--- src/design/stdet_pkg.sv ---
// ============================================================================
// stdet_pkg: shared types and constants of the stuck thermostat detector
// Holds the verdict codes, register indexes, sentinel readings, reset
// values and the structs passed between the detector's modules.
// ============================================================================
package stdet_pkg;

    // Width of the internal time base; time stamps are reduced to this width.
    localparam int TIME_BITS = 48;

    localparam int NOW_W   = 48;
    localparam int TEMP_W  = 32;
    localparam int WATTS_W = 16;
    localparam int VERD_W  = 2;

    localparam int APB_AW = 5;
    localparam int APB_DW = 32;

    typedef logic [TIME_BITS-1:0] time_t;
    typedef logic [VERD_W-1:0]    verdict_t;

    // Verdict codes.
    localparam verdict_t V_UNKNOWN = 2'd0;
    localparam verdict_t V_OK      = 2'd1;
    localparam verdict_t V_SUSPECT = 2'd2;
    localparam verdict_t V_FAULT   = 2'd3;

    // Register indexes (word address).
    localparam logic [2:0] REG_MIN_DRAW_TIME  = 3'd0;
    localparam logic [2:0] REG_DRAW_THRESHOLD = 3'd1;
    localparam logic [2:0] REG_OVER_TARGET    = 3'd2;
    localparam logic [2:0] REG_MAX_GAP        = 3'd3;
    localparam logic [2:0] REG_PROBE_MIN      = 3'd4;
    localparam logic [2:0] REG_PROBE_MAX      = 3'd5;
    localparam logic [2:0] REG_SETPOINT_MIN   = 3'd6;
    localparam logic [2:0] REG_SETPOINT_MAX   = 3'd7;

    // Reset values of the registers.
    localparam logic [31:0]        RST_MIN_DRAW_TIME  = 32'd2700000;
    localparam logic [15:0]        RST_DRAW_THRESHOLD = 16'd50;
    localparam logic [15:0]        RST_OVER_TARGET    = 16'd1000;
    localparam logic [31:0]        RST_MAX_GAP        = 32'd600000;
    localparam logic signed [31:0] RST_PROBE_MIN      = 32'sd0;
    localparam logic signed [31:0] RST_PROBE_MAX      = 32'sd40000;
    localparam logic signed [31:0] RST_SETPOINT_MIN   = 32'sd18000;
    localparam logic signed [31:0] RST_SETPOINT_MAX   = 32'sd32000;

    // Probe readings that the sensor reports when it is not giving real data.
    localparam logic signed [31:0] SENTINEL_POWER_ON  = 32'sd85000;
    localparam logic signed [31:0] SENTINEL_UNPLUGGED = -32'sd127000;

    typedef struct packed {
        logic [31:0]        min_draw_time_ms;
        logic [15:0]        draw_level_dw;
        logic [15:0]        hot_margin_mc;
        logic [31:0]        gap_limit_ms;
        logic signed [31:0] probe_min_mc;
        logic signed [31:0] probe_max_mc;
        logic signed [31:0] setpoint_min_mc;
        logic signed [31:0] setpoint_max_mc;
    } cfg_t;

    typedef struct packed {
        logic               mode;
        time_t              now_ms;
        logic               heat_cmd;
        logic [15:0]        power_dw;
        logic signed [31:0] tank_temp_mc;
        logic signed [31:0] setpoint_mc;
    } sample_t;

endpackage

--- src/design/stdet_cfg_regs.sv ---
// ============================================================================
// stdet_cfg_regs: configuration register file
// APB-style slave holding the eight detector thresholds. Writes land at the
// access phase; reads return the stored value.
// ============================================================================
module stdet_cfg_regs (
    input  logic                       aclk,
    input  logic                       aresetn,
    input  logic                       psel,
    input  logic                       penable,
    input  logic                       pwrite,
    input  logic [stdet_pkg::APB_AW-1:0] paddr,
    input  logic [stdet_pkg::APB_DW-1:0] pwdata,
    output logic [stdet_pkg::APB_DW-1:0] prdata,
    output logic                       pready,
    output stdet_pkg::cfg_t            cfg
);
    import stdet_pkg::*;

    cfg_t       cfg_reg;
    logic [2:0] reg_idx;
    logic       wr_en;

    assign pready  = 1'b1;
    assign reg_idx = paddr[APB_AW-1:2];
    assign wr_en   = psel & penable & pwrite;
    assign cfg     = cfg_reg;

    always_ff @(posedge aclk) begin
        if (!aresetn) begin
            cfg_reg.min_draw_time_ms <= RST_MIN_DRAW_TIME;
            cfg_reg.draw_level_dw    <= RST_DRAW_THRESHOLD;
            cfg_reg.hot_margin_mc    <= RST_OVER_TARGET;
            cfg_reg.gap_limit_ms     <= RST_MAX_GAP;
            cfg_reg.probe_min_mc     <= RST_PROBE_MIN;
            cfg_reg.probe_max_mc     <= RST_PROBE_MAX;
            cfg_reg.setpoint_min_mc  <= RST_SETPOINT_MIN;
            cfg_reg.setpoint_max_mc  <= RST_SETPOINT_MAX;
        end else if (wr_en) begin
            unique case (reg_idx)
                REG_MIN_DRAW_TIME:  cfg_reg.min_draw_time_ms <= pwdata;
                REG_DRAW_THRESHOLD: cfg_reg.draw_level_dw    <= pwdata[15:0];
                REG_OVER_TARGET:    cfg_reg.hot_margin_mc    <= pwdata[15:0];
                REG_MAX_GAP:        cfg_reg.gap_limit_ms     <= pwdata;
                REG_PROBE_MIN:      cfg_reg.probe_min_mc     <= pwdata;
                REG_PROBE_MAX:      cfg_reg.probe_max_mc     <= pwdata;
                REG_SETPOINT_MIN:   cfg_reg.setpoint_min_mc  <= pwdata;
                REG_SETPOINT_MAX:   cfg_reg.setpoint_max_mc  <= pwdata;
                default: ;
            endcase
        end
    end

    always_comb begin
        unique case (reg_idx)
            REG_MIN_DRAW_TIME:  prdata = cfg_reg.min_draw_time_ms;
            REG_DRAW_THRESHOLD: prdata = {16'd0, cfg_reg.draw_level_dw};
            REG_OVER_TARGET:    prdata = {16'd0, cfg_reg.hot_margin_mc};
            REG_MAX_GAP:        prdata = cfg_reg.gap_limit_ms;
            REG_PROBE_MIN:      prdata = cfg_reg.probe_min_mc;
            REG_PROBE_MAX:      prdata = cfg_reg.probe_max_mc;
            REG_SETPOINT_MIN:   prdata = cfg_reg.setpoint_min_mc;
            REG_SETPOINT_MAX:   prdata = cfg_reg.setpoint_max_mc;
            default:            prdata = '0;
        endcase
    end

endmodule

--- src/design/stdet_judge.sv ---
// ============================================================================
// stdet_judge: verdict logic and detector state
// Judges the sample held in the input stage and updates the run state at
// the edge where that sample moves on to the result stage.
// ============================================================================
module stdet_judge (
    input  logic               aclk,
    input  logic               aresetn,
    input  logic               advance,
    input  stdet_pkg::sample_t smp,
    input  stdet_pkg::cfg_t    cfg,
    output stdet_pkg::verdict_t verdict
);
    import stdet_pkg::*;

    verdict_t           cur_verdict_reg, cur_verdict_next;
    logic               in_run_reg, in_run_next;
    time_t              run_start_time_reg, run_start_time_next;
    logic signed [31:0] run_start_temp_reg, run_start_temp_next;
    time_t              last_time_reg, last_time_next;
    logic               have_prev_reg, have_prev_next;

    logic [TIME_BITS:0]  gap_diff;
    logic [TIME_BITS:0]  run_diff;
    logic                cont;
    logic                setpoint_bad;
    logic                probe_bad;
    logic                drawing;
    logic signed [33:0]  hot_limit;
    logic                too_hot;
    logic                climbing;
    time_t               elapsed;
    verdict_t            judged;

    // Gap to the previous sample; the top bit flags time running backwards.
    assign gap_diff = {1'b0, smp.now_ms} - {1'b0, last_time_reg};
    assign cont = !have_prev_reg ||
                  (!gap_diff[TIME_BITS] &&
                   (gap_diff[TIME_BITS-1:0] <= time_t'(cfg.gap_limit_ms)));

    assign setpoint_bad = (smp.setpoint_mc < cfg.setpoint_min_mc) ||
                          (smp.setpoint_mc > cfg.setpoint_max_mc);
    assign probe_bad = (smp.tank_temp_mc == SENTINEL_POWER_ON) ||
                       (smp.tank_temp_mc == SENTINEL_UNPLUGGED) ||
                       (smp.tank_temp_mc < cfg.probe_min_mc) ||
                       (smp.tank_temp_mc > cfg.probe_max_mc);
    assign drawing = smp.heat_cmd && (smp.power_dw > cfg.draw_level_dw);

    // The over-target limit is formed two bits wider so it cannot wrap.
    assign hot_limit = 34'(smp.setpoint_mc) + $signed({18'd0, cfg.hot_margin_mc});
    assign too_hot   = 34'(smp.tank_temp_mc) > hot_limit;
    assign climbing  = smp.tank_temp_mc > run_start_temp_reg;

    assign run_diff = {1'b0, smp.now_ms} - {1'b0, run_start_time_reg};
    assign elapsed  = run_diff[TIME_BITS] ? '0 : run_diff[TIME_BITS-1:0];

    always_comb begin
        cur_verdict_next    = cur_verdict_reg;
        in_run_next         = in_run_reg;
        run_start_time_next = run_start_time_reg;
        run_start_temp_next = run_start_temp_reg;
        last_time_next      = last_time_reg;
        have_prev_next      = have_prev_reg;
        judged              = V_UNKNOWN;

        priority if (smp.mode) begin
            cur_verdict_next    = V_UNKNOWN;
            in_run_next         = 1'b0;
            run_start_time_next = '0;
            run_start_temp_next = '0;
            last_time_next      = '0;
            have_prev_next      = 1'b0;
            judged              = V_UNKNOWN;
        end else if (cur_verdict_reg == V_FAULT) begin
            // A latched fault ignores the sample completely.
            judged = V_FAULT;
        end else begin
            last_time_next = smp.now_ms;
            have_prev_next = 1'b1;
            priority if (!cont) begin
                in_run_next = 1'b0;
                judged      = V_UNKNOWN;
            end else if (setpoint_bad || probe_bad) begin
                in_run_next = 1'b0;
                judged      = V_SUSPECT;
            end else if (!drawing) begin
                in_run_next = 1'b0;
                judged      = V_OK;
            end else if (!in_run_reg) begin
                in_run_next         = 1'b1;
                run_start_time_next = smp.now_ms;
                run_start_temp_next = smp.tank_temp_mc;
                judged              = V_OK;
            end else begin
                if (run_diff[TIME_BITS]) begin
                    run_start_time_next = smp.now_ms;
                end
                if (elapsed < time_t'(cfg.min_draw_time_ms)) begin
                    judged = (too_hot && climbing) ? V_SUSPECT : V_OK;
                end else begin
                    judged = (too_hot && climbing) ? V_FAULT : V_SUSPECT;
                end
            end
            cur_verdict_next = judged;
        end
    end

    assign verdict = judged;

    always_ff @(posedge aclk) begin
        if (!aresetn) begin
            cur_verdict_reg    <= V_UNKNOWN;
            in_run_reg         <= 1'b0;
            run_start_time_reg <= '0;
            run_start_temp_reg <= '0;
            last_time_reg      <= '0;
            have_prev_reg      <= 1'b0;
        end else if (advance) begin
            cur_verdict_reg    <= cur_verdict_next;
            in_run_reg         <= in_run_next;
            run_start_time_reg <= run_start_time_next;
            run_start_temp_reg <= run_start_temp_next;
            last_time_reg      <= last_time_next;
            have_prev_reg      <= have_prev_next;
        end
    end

endmodule

--- src/design/stuck_thermostat_detector_unit.sv ---
// ============================================================================
// stuck_thermostat_detector_unit: heater sample verdict engine
// Judges one heater sample per word and answers unknown, ok, suspect or
// fault, with thresholds set through an APB-style register port.
// ============================================================================
// Usage: samples arrive on the s_ channel (valid/ready). Each word carries
// the mode bit (restart or evaluate), time stamp, relay command, power,
// water temperature and setpoint. Every accepted word produces exactly one
// verdict word on the m_ channel, in order.
// The word is captured in an input register at the edge that accepts it,
// then judged by a single level of compares and subtracts against the
// detector state and loaded into the result register, where m_valid rises,
// once that register is free. The state updates at that same edge, so the
// next word sees it. Throughput is one word per cycle while the receiver
// keeps m_ready high; the bound is the 48-bit time subtract and compare
// between the input and result registers.
// Reset (aresetn low, synchronous) empties both stages, loads the register
// defaults and clears the detector state, including a latched fault.
// When the receiver holds m_ready low, the result word stays put, one more
// word may wait in the input register, and s_ready then falls until the
// result is taken. Registers should be written only while the unit is idle.
// ============================================================================
module stuck_thermostat_detector_unit (
    input  logic                              aclk,
    input  logic                              aresetn,
    // Sample channel.
    input  logic                              s_valid,
    output logic                              s_ready,
    input  logic                              s_mode,
    input  logic [stdet_pkg::NOW_W-1:0]       s_now_ms,
    input  logic                              s_heat_cmd,
    input  logic [stdet_pkg::WATTS_W-1:0]     s_power_dw,
    input  logic signed [stdet_pkg::TEMP_W-1:0] s_tank_temp_mc,
    input  logic signed [stdet_pkg::TEMP_W-1:0] s_setpoint_mc,
    // Verdict channel.
    output logic                              m_valid,
    input  logic                              m_ready,
    output logic [stdet_pkg::VERD_W-1:0]      m_verdict,
    // Register port.
    input  logic                              psel,
    input  logic                              penable,
    input  logic                              pwrite,
    input  logic [stdet_pkg::APB_AW-1:0]      paddr,
    input  logic [stdet_pkg::APB_DW-1:0]      pwdata,
    output logic [stdet_pkg::APB_DW-1:0]      prdata,
    output logic                              pready
);
    import stdet_pkg::*;

    cfg_t     cfg;
    sample_t  in_word_reg;
    logic     in_valid_reg;
    logic     out_valid_reg;
    verdict_t out_verdict_reg;
    verdict_t verdict;
    logic     advance;
    logic     out_free;

    stdet_cfg_regs u_cfg (
        .aclk    (aclk),
        .aresetn (aresetn),
        .psel    (psel),
        .penable (penable),
        .pwrite  (pwrite),
        .paddr   (paddr),
        .pwdata  (pwdata),
        .prdata  (prdata),
        .pready  (pready),
        .cfg     (cfg)
    );

    // The result register frees up when it is empty or being taken this cycle.
    assign out_free = !out_valid_reg || m_ready;
    // The held word is judged and moves on whenever the result slot is free.
    assign advance  = in_valid_reg && out_free;
    // The input register takes a new word when it is empty or moving on.
    assign s_ready  = !in_valid_reg || out_free;

    always_ff @(posedge aclk) begin
        if (!aresetn) begin
            in_valid_reg <= 1'b0;
        end else if (s_ready) begin
            in_valid_reg <= s_valid;
        end
    end

    always_ff @(posedge aclk) begin
        if (s_valid && s_ready) begin
            in_word_reg.mode         <= s_mode;
            in_word_reg.now_ms       <= time_t'(s_now_ms);
            in_word_reg.heat_cmd     <= s_heat_cmd;
            in_word_reg.power_dw     <= s_power_dw;
            in_word_reg.tank_temp_mc <= s_tank_temp_mc;
            in_word_reg.setpoint_mc  <= s_setpoint_mc;
        end
    end

    stdet_judge u_judge (
        .aclk    (aclk),
        .aresetn (aresetn),
        .advance (advance),
        .smp     (in_word_reg),
        .cfg     (cfg),
        .verdict (verdict)
    );

    always_ff @(posedge aclk) begin
        if (!aresetn) begin
            out_valid_reg <= 1'b0;
        end else if (out_free) begin
            out_valid_reg <= in_valid_reg;
        end
    end

    always_ff @(posedge aclk) begin
        if (advance) begin
            out_verdict_reg <= verdict;
        end
    end

    assign m_valid   = out_valid_reg;
    assign m_verdict = out_verdict_reg;

endmodule

--- config.mk ---
export PLATFORM = sky130hd
export DESIGN_NAME = stuck_thermostat_detector_unit
export DESIGN_NICKNAME = d
export VERILOG_FILES = /design/src/design/stdet_pkg.sv /design/src/design/stdet_cfg_regs.sv /design/src/design/stdet_judge.sv /design/src/design/stuck_thermostat_detector_unit.sv
export SDC_FILE = /design/constraint.sdc
export NUM_CORES = 2
export LEC_CHECK = 0
export ABC_CLOCK_PERIOD_IN_PS = 10700
export BUFFER_PORTS_ARGS = -buffer_cell sky130_fd_sc_hd__buf_4
export CAP_MARGIN = 15
export CORE_ASPECT_RATIO = 1.1
export CORE_MARGIN = 4
export CORE_UTILIZATION = 50
export CTS_BUF_LIST = sky130_fd_sc_hd__clkbuf_2 sky130_fd_sc_hd__clkbuf_4 sky130_fd_sc_hd__clkbuf_8
export DETAILED_ROUTE_END_ITERATION = 16
export PLACE_DENSITY = 0.75
export SYNTH_ARGS = -nofsm -noshare
export SYNTH_HDL_FRONTEND = slang
export SYNTH_HIERARCHICAL = 1
export SYNTH_SLANG_ARGS = --single-unit
--- constraint.sdc ---
create_clock -name aclk -period 10.7 [get_ports aclk]
set_clock_uncertainty 0.2 [all_clocks]
set_input_delay 2.14 -clock aclk [delete_from_list [all_inputs] [get_ports aclk]]
set_output_delay 2.14 -clock aclk [all_outputs]
set_load 0.03 [all_outputs]
==> qor.txt <==
===============================================================================================
First-pass GRT wire length                                                            160000 µm
Pin count of the biggest net entering global routing                                        130
Arrival time of data at the critical path endpoint                                      8.11 ns
Flip-flop and latch count after synthesis                                                   490
Data required time at the worst endpoint                                               11.02 ns
Number of cell rows                                                                          99
Count of hold-fix buffers inserted at cts                                                     0
Aggregate global routing overflow                                                             0
Die area                                                                             0.0721 mm²
Pre-Repair DR Iteration Count                                                                 6
Placer's final routability congestion estimate                                            0.982
Fill cell instance count of the final layout                                               6125
Internal power component                                                                3250 µW
Share of power burned in registers                                                        43.4%
Clock latency at the later pin of the worst-skew pair                                   0.72 ns
Primary flip-flop cell chosen by synthesis mapping                                      dfxtp_1
Sw Ratio                                                                                  30.0%
Actual transition at the worst max-transition pin                                       1.27 ns
Post-route DRC                                                                                0
Min-delay worst type                                                               flop to flop
Antenna viol nets, final                                                                      0
Initial drt markers                                                                        2699
Vias per std cell                                                                          5.90
Worst path top cell family by delay                                                compound AO/OA/AOI/OAI gates
PwrDens                                                                              124 mW/mm²
Clock sink total                                                                            490
Number of post-CTS setup repair buffers                                                       0
Worst flop-to-flop path endpoint                                                   m_verdict[0]
H-Tree Depth                                                                                  3
Setup slack on the worst flop-to-flop path                                              2.91 ns
Distinct cells, synth                                                                       103
Max-cap violations                                                                            0
Core area                                                                            0.0668 mm²
Critical path endpoint category                                                            flop
Clk root buf                                                                           clkbuf_8
Final Net Count                                                                            4725
Kind of start point of the critical path                                                   flop
R2R depth                                                                                    27
Worst Hold Launch                                                                  u_judge/run_start_time_reg[43]
Clock share of power                                                                      38.2%
Placed cell count                                                                          4936
Fmax                                                                                  0.128 GHz
Final Setup Violations                                                                        0
Quantity of I/O buffers inserted on ports                                                   207
Origin of the worst setup path                                                     in_word_reg[81]
Final slew viol count                                                                         0
Number of antenna violations at the first check in global routing                             4
Number of gates resized after cts                                                             0
Effective utilization at floorplan                                                        50.8%
Static Leakage                                                                        0.0145 µW
Number of stages on the worst setup path                                                     27
Die Ht                                                                                   281 µm
Area growth from synthesis to final layout                                                10.2%
Period utilization                                                                        72.8%
Post-synth top area cell                                                                dfxtp_1
Startpoint of the most critical register-to-register path                          in_word_reg[81]
Post-DP HPWL                                                                           76700 µm
Die W                                                                                    256 µm
Ranking of synthesized cells by area                                               dfxtp_1 (21%), ha_1 (14%), edfxtp_1 (12%)
Total Routed Length                                                                   104000 µm
Highest cell delay on the worst timing path                                             1.05 ns
Flip-flop count of the largest register, all copies and words added                         224
Syn Area/Cell                                                                          8.37 µm²
Async S/R FF share, synth                                                                    0%
Slowest CP cell                                                                          nor4_1
Number of buffers on the longest clock path                                                   3
Clock input transition at the sequential cells of the worst setup and hold paths        0.06 ns
Sequential share of the synthesized area                                                  32.8%
Vias in the first global route                                                            28.7k
NetSw                                                                                   1390 µW
Peak VDD IR                                                                            0.109 mV
Proportion of layout cells with a drive suffix above 1                                    10.7%
Vias after detailed routing                                                               30.1k
Run status                                                                         finished, final reports clean
Post-DR wirelength/cell                                                                 20.4 µm
Final cell count without fillers                                                           5094
Bufs and invs on worst path                                                                   3
Count of mapped cells out of synthesis                                                     4052
Total nets after synthesis                                                                 4612
Boundary Pins                                                                               211
Final Hold Fails                                                                              0
RSZ-0062 raised after global routing                                                         no
Headroom to the max-slew limit                                                            14.4%
Crit Path Max Fanout                                                                         33
Worst setup path endpoint                                                          m_verdict[0]
Count of flip-flops with a built-in enable after synthesis                                  132
Clock buffer count from CTS                                                                  85
Crit path time final                                                                    7.79 ns
Area fraction of the dominant cell type after synthesis                                   21.1%
Total negative setup slack                                                                 0 ns
Comb pwr share                                                                            18.5%
Cell area after synthesis                                                            0.0339 mm²
Critical path class                                                                flop to flop
Number of synthesis warnings                                                                  6
Global router's overall resource usage                                                    27.7%
CTS tree                                                                                   done
===============================================================================================
==> worst min path at each step <==
stage | cells past startpoint | end | slack (ns)
global placement | 2 | u_judge/run_start_time_reg[39] | 0.24
floorplan | 2 | u_judge/run_start_time_reg[10] | 0.23
detailed placement | 2 | u_judge/run_start_time_reg[45] | 0.25
global route | 2 | u_judge/run_start_time_reg[0] | 0.27
CTS | 2 | u_judge/run_start_time_reg[45] | 0.26
finish | 2 | u_judge/run_start_time_reg[43] | 0.26
==> power by group through the flow <==
stage          clock network [µW]  registers, µW  logic (µW)
2_1_floorplan                   0           2030         584
3_3_place_gp                    0           2050         823
3_5_place_dp                    0           2050         833
4_1_cts                      1810           2010         840
5_1_grt                      1890           2020         938
6_report                     1770           2010         856
==> logic make-up (layout without fill, tap and decap cells) <==
logic type	count (synthesis)	count (layout)	share of synthesized area, %
XOR/XNOR	97	97	2.50
buffers and inverters	585	766	7.47
multiplexers	97	97	3.27
flip-flops	490	490	32.8
other	1	4	0.0111
AND/OR/NAND/NOR	1377	1377	18.6
adder cells (fa/ha/maj)	386	386	14.3
AO/OA/AOI/OAI	1019	1019	21.1
==> synthesized netlist by cell type (all sizes together), types with 12 or more instances <==
master,n
mux2,19
a21o,100
dfxtp,358
a21boi,234
and2,13
and4,12
nor4,15
buf,115
and3,20
edfxtp,132
a221oi,49
o2bb2ai,12
a22o,49
ha,383
a211oi,32
nand2b,38
xnor2,63
nand3,95
nor2,188
o21bai,28
a22oi,22
nor2b,76
o211ai,22
a21oi,205
nor3,34
a31oi,21
nand4,70
nand2,775
inv,385
mux2i,70
o21a,45
clkbuf,85
xor2,34
o21ai,111
==> metal layers <==
metal,track usage (%),part of all wire (%),vias up
li1,-,-,14400
met1,37.1,43,14300
met2,44.9,46,1169
met3,4.85,7.7,212
met4,10.5,3.4,2
met5,0,0.013,-
==> layout make-up <==
type / count / area, µm² / share of cell area [%]
tap: 858 / 1070 / 2.87
clock inverter: 27 / 156 / 0.418
antenna: 3 / 7.51 / 0.0201
clock buffer: 128 / 1580 / 4.23
timing repair buffer: 226 / 1700 / 4.56
multi-input combinational: 2977 / 20300 / 54.3
inverter: 385 / 1450 / 3.87
sequential: 490 / 11100 / 29.8
==> through the flow <==
step | area (µm²) | setup slack [ns] | hold WS [ns] | total power [µW] | utilization, %
global placement | 35600 | 3.13 | 0.243 | 2870 | 53.4
CTS | 37400 | 3.08 | 0.259 | 4660 | 56.0
detailed placement | 35600 | 3.15 | 0.248 | 2890 | 53.4
floorplan | 33900 | 1.38 | 0.235 | 2610 | -
finish | 37400 | 2.91 | 0.258 | 4640 | 56.0
global route | 37400 | 2.42 | 0.272 | 4840 | 56.0
==> cells in the final DEF (no fill, tap or decap), drive strengths merged, types with 12 or more instances in the layout <==
| master | n |
|---|---|
| a22o | 49 |
| inv | 389 |
| a21oi | 205 |
| a21o | 100 |
| xnor2 | 63 |
| and3 | 20 |
| clkinv | 22 |
| a21boi | 234 |
| buf | 225 |
| a22oi | 22 |
| mux2i | 70 |
| nand4 | 70 |
| a211oi | 32 |
| nor4 | 15 |
| nand3 | 95 |
| clkbuf | 129 |
| a221oi | 49 |
| a31oi | 21 |
| nor2b | 76 |
| nor3 | 34 |
| nand2 | 775 |
| edfxtp | 132 |
| ha | 383 |
| o21a | 45 |
| mux2 | 19 |
| and4 | 12 |
| o21ai | 111 |
| o211ai | 22 |
| xor2 | 34 |
| nor2 | 188 |
| nand2b | 38 |
| dfxtp | 358 |
| o2bb2ai | 12 |
| and2 | 13 |
| o21bai | 28 |
==> worst reg2reg max path, delay by kind of cell, from the launching register on <==
family	cells	cell delay, ns
buffers and inverters	3	0.45
DFF	1	0.34
and+or+nand+nor	5	1.69
AOI/OAI and AO/OA	15	3.96
adders and majority gates	4	0.99
Note: power is estimated with default switching activity, not from simulation.
